--- src/hw/rtl/chgw_pkg.sv ---
// ----------------------------------------------------------------------------
// chgw_pkg
// Types and constants shared by the convex hull (gift wrap) block.
// ----------------------------------------------------------------------------
`default_nettype none

package chgw_pkg;

  localparam int unsigned MaxPointsDef = 64;
  localparam int unsigned CoordW       = 16;
  localparam int unsigned IdxW         = 6;
  localparam int unsigned MinWrap      = 3;
  localparam int unsigned QDepth       = 2;

  typedef struct packed {
    logic signed [CoordW-1:0] point_x;
    logic signed [CoordW-1:0] point_y;
    logic                     last_point;
  } pt_in_t;

  typedef struct packed {
    logic signed [CoordW-1:0] hull_x;
    logic signed [CoordW-1:0] hull_y;
    logic [IdxW-1:0]          vertex_index;
    logic                     last_vertex;
  } hull_out_t;

  // one classified beat from front to back
  typedef struct packed {
    logic signed [CoordW-1:0] x;
    logic signed [CoordW-1:0] y;
    logic                     store;
    logic                     last;
  } cmd_t;

  typedef enum logic [3:0] {
    ST_LOAD,
    ST_SMALL0,
    ST_SMALL1,
    ST_MIN,
    ST_EMIT,
    ST_SCAN_RD,
    ST_SCAN_CMP,
    ST_DECIDE
  } state_e;

endpackage

`default_nettype wire

--- src/hw/rtl/chgw_front.sv ---
// ----------------------------------------------------------------------------
// chgw_front
// Queues point beats for the back, marking those past capacity as unstored.
// ----------------------------------------------------------------------------
`default_nettype none

module chgw_front import chgw_pkg::*; #(
  parameter int unsigned MaxPoints = MaxPointsDef
) (
  input  wire logic   clk_i,
  input  wire logic   rst_ni,
  input  wire logic   in_valid,
  output logic        in_stall,
  input  wire pt_in_t in_data,
  output logic        cmd_valid_o,
  input  wire logic   cmd_pop_i,
  output cmd_t        cmd_o
);

  localparam int unsigned CntW = $clog2(MaxPoints + 1);

  cmd_t            q_mem [QDepth];
  logic            wp_q, rp_q;
  logic [1:0]      fill_q;
  logic [CntW-1:0] cnt_q;
  logic            push;

  assign in_stall    = (fill_q == 2'(QDepth));
  assign push        = in_valid && !in_stall;
  assign cmd_valid_o = (fill_q != 2'd0);
  assign cmd_o       = q_mem[rp_q];

  always_ff @(posedge clk_i) begin
    if (push) begin
      q_mem[wp_q].x     <= in_data.point_x;
      q_mem[wp_q].y     <= in_data.point_y;
      q_mem[wp_q].last  <= in_data.last_point;
      q_mem[wp_q].store <= (cnt_q < CntW'(MaxPoints));
    end
  end

  always_ff @(posedge clk_i or negedge rst_ni) begin
    if (!rst_ni) begin
      wp_q   <= 1'b0;
      rp_q   <= 1'b0;
      fill_q <= 2'd0;
      cnt_q  <= '0;
    end else begin
      if (push) begin
        wp_q <= ~wp_q;
        if (in_data.last_point) cnt_q <= '0;
        else if (cnt_q < CntW'(MaxPoints)) cnt_q <= cnt_q + 1'b1;
      end
      if (cmd_pop_i) rp_q <= ~rp_q;
      fill_q <= fill_q + 2'(push) - 2'(cmd_pop_i);
    end
  end

endmodule

`default_nettype wire

--- config.mk ---
export PLATFORM = sky130hd
export DESIGN_NAME = chgw_front
export DESIGN_NICKNAME = d
export VERILOG_FILES = /design/src/hw/rtl/chgw_pkg.sv /design/src/hw/rtl/chgw_front.sv
export SDC_FILE = /design/constraint.sdc
export NUM_CORES = 1
export LEC_CHECK = 0
export BUFFER_PORTS_ARGS = -buffer_cell sky130_fd_sc_hd__buf_2
export CAP_MARGIN = 20
export CORE_AREA = 3 3 98 100
export DETAILED_ROUTE_END_ITERATION = 8
export DIE_AREA = 0 0 101 103
export MAX_ROUTING_LAYER = met4
export PLACE_DENSITY = 0.56
export SLEW_MARGIN = 10
export SYNTH_ARGS = -nofsm -noshare
export SYNTH_HDL_FRONTEND = slang
export SYNTH_SLANG_ARGS = --single-unit
export TNS_END_PERCENT = 10
--- constraint.sdc ---
create_clock -name clk_i -period 2.7 [get_ports clk_i]
set_input_delay 0 -clock clk_i [delete_from_list [all_inputs] [get_ports clk_i]]
set_output_delay 0 -clock clk_i [all_outputs]
set_load 0.01 [all_outputs]
==> parameters.txt <==
Parameter                              Value

STA
  Crit share post-route    68.02%
  Sum of negative setup slack    0 ns
  Slew margin rel.    about 45%
  Count of final max-slew check failures    0
  RSZ-0062 raised after global routing    no
  Fmax achieved    0.5445 GHz
  Post-layout minimum cycle time    1.837 ns
  Final hold vios    0
  Worst clock skew    0.005923 ns
  Final setup violating endpoints    0
  Setup slack after layout    0.8634 ns
  Measured slew at the worst slew-check pin    0.8300 ns

Logic synthesis
  Net count of the mapped netlist    209
  List of most frequent post-synthesis cells    68 x sky130_fd_sc_hd__edfxtp_1, 34 x sky130_fd_sc_hd__mux2_2, 11 x sky130_fd_sc_hd__dfrtp_1
  Cell accounting for the most synthesized area    sky130_fd_sc_hd__edfxtp_1
  Count of different cell masters after synthesis    31
  Number of flops mapped to enable cells by yosys    68
  Synthesis Warnings    0
  Top cell type's share of synthesized area    67.16%
  Post-synthesis instance total    ~170
  Post-synth design cell area    just over 0.003 mm²
  Mapped Avg Cell Area    roughly 18 µm²
  Synth Register Bits    79
  Part of the Yosys area used for sequential elements    76.21%
  Proportion of register bits with asynchronous set or reset after synthesis    13.92%
  Commonest register cell after synthesis    sky130_fd_sc_hd__edfxtp_1
  Most repeated cell in the gate-level netlist after synthesis    sky130_fd_sc_hd__edfxtp_1
  Cell types occupying the most area after synthesis    sky130_fd_sc_hd__edfxtp_1 67%, sky130_fd_sc_hd__mux2_2 13%, sky130_fd_sc_hd__dfrtp_1 9.1%

CTS
  Number of buffers created by CTS    9
  Maximum level of the CTS H-tree    3
  Buffer cell driving the clock tree root    sky130_fd_sc_hd__clkbuf_8
  Number of buffers on the longest clock path    2
  Clock-pin slew of the registers on the worst-case setup and hold paths    0.08 ns
  Clock latency on the worst-skew pair    0.33 ns
  CTS tree    built
  TritonCTS Sinks    between 70 and 80
  Number of instances resized during post-cts repair    0

Final layout
  Layout cells sized above 1    44.44%
  Util after Layout    46.50%
  Antenna fix cells    0
  Final non-filler cell area    ~0.004 mm²
  Nets@finish    323
  Number of fill cells    779
  Total area of multi-input combinational cells    approximately 680 µm²
  Filler-free cell count of the finished design    396
  Area growth syn-to-layout    34.03%
  Total area of sequential cells    0.002318 mm²

Drt
  Iteration-0 DRC count of the detailed router    66
  Number of remaining DRC errors    0
  Antenna violation net count after detailed routing    0
  Total routed wirelength    5.577 mm
  Drt via density    4.518
  Detailed Routing Iterations Pass 1    4
  Routed len/inst    14.08 µm
  Via count of the routed design    1789

Worst hold path
  Path class of the lowest-slack min-delay path    in -> async

Global route
  Total grt overflow    0
  Aggregate global-route resource usage    11.43%
  First-pass GRT wire length    ~8.7 mm
  Number of global-route vias before repair    1825
  Antenna violations before repair    0
  Maximum number of pins on one net before global-route repair    36

Floorplan
  Starting density of the core    34.69%
  Die Ht    ~100 µm
  Core ar.    0.008763 mm²
  Full die area    0.01040 mm²
  Number of rows in the core area    34
  Die width    101 µm
  Total I/O pin count    73

Setup path
  Arrival time of the worst setup path    1.84 ns
  Cell family contributing the most delay on the critical path    flip-flops
  CP Class    reg -> out
  Buf+Inv Stages, Crit Path    1
  Critical Path Source Type    register
  Crit path launch    rp_q
  Critical path cell sequence    mux2_2, buf_2
  Slowest library cell on the worst path    sky130_fd_sc_hd__dfrtp_2
  Largest incremental delay on the critical path    0.91 ns
  Beginning of the worst register-to-register path    fill_q[0]
  Endpoint kind of the worst setup timing path    primary output
  Required time worst endpoint    ~2.7 ns
  Top fanout value on the critical path    35

Pwr
  Worst ir drop on vdd    0.4513 mV
  Cell leakage power    1.555 nW
  Areal power density over the cells    925.7 mW/mm²

Placed design
  Post-DP Area    0.003530 mm²
  Post-Place Setup Slack    around 0.9 ns
  Placed Cells    345
  Gpl congestion    0.7744
  Hpwl dp    3.626 mm
  IO Port Bufs    72

Outcome
  Status    completed

Job
  Count of max-cap constraint violations    0
## cell families after synthesis
logic type	count (synthesis)	synth area share [%]
flops	79	76.21
mux	34	12.59
simple gates	27	4.898
compound gates	11	2.140
buf+inv	11	1.769
xor+xnor	4	1.152
fa+ha+maj	3	1.235
## metrics by stage
step	power [mW]	hold WS [ns]
2_1_floorplan	2.529	-0.2956
3_3_place_gp	2.940	-0.1034
3_5_place_dp	2.949	-0.1020
4_1_cts	3.843	0.05498
5_1_grt	4.006	0.07661
6_report	3.773	0.05650
## report_power, final
part | total (mW) | leakage (nW) | internal (mW) | switching [mW]
combinational | 1.07 | 0.697 | 0.552 | 0.521
clock | 0.838 | 0.0953 | 0.429 | 0.409
sequential | 1.86 | 0.763 | 1.66 | 0.205
## flip-flops by register name (all words and copies together), names as in the netlist
name / count
cnt_q: 7
fill_q: 2
q_mem: 68
rp_q: 1
wp_q: 1
## final timing paths
| kind | end | slack (ns) | depth (start not counted) |
|---|---|---|---|
| max reg2reg | fill_q[1] | 0.88 | 8 |
| min | cnt_q[2] | 0.06 | 2 |
| max | cmd_o[9] | 0.86 | 2 |
| min in group clk_i | cnt_q[6] | 0.12 | 3 |
| max in group asynchronous | rp_q | 2.41 | 2 |
| min reg2reg | fill_q[0] | 0.52 | 1 |
## layer usage
| metal | GRT usage, % | up-vias | share of wire (%) |
|---|---|---|---|
| met4 | 3.067 | 0 | 0.65 |
| met3 | 4.465 | 4 | 6.3 |
| met2 | 17.97 | 54 | 47 |
| li1 | - | 867 | - |
| met5 | - | - | 0 |
| met1 | 13.86 | 864 | 46 |
## layout make-up
class                           instances  share of cell area (%)
Sequential cell                        79                   56.89
Timing Repair Buffer                  110                   17.99
Multi-Input combinational cell         79                   16.64
Tap cell                              108                   3.316
Clock buffer                            9                   3.040
Clock inverter                          7                   1.750
Inverter                                4                  0.3684
## placed cells by master (no fill, tap or decap), drive strengths merged, types with 2 or more instances in the layout
| master | count |
|---|---|
| xnor2 | 3 |
| edfxtp | 68 |
| dfrtp | 11 |
| clkbuf | 9 |
| nand2b | 2 |
| nand3 | 2 |
| clkinv | 3 |
| a21oi | 5 |
| ha | 3 |
| inv | 6 |
| buf | 75 |
| nand2 | 5 |
| dlygate4sd3 | 35 |
| o21ai | 3 |
| and2 | 4 |
| mux2 | 34 |
| nor2 | 5 |
## repair_timing
action,CTS,global route
hold endpoints to repair,80,0
hold buffers,35,0
buffers inserted,0,0
Note: power is estimated with default switching activity, not from simulation.
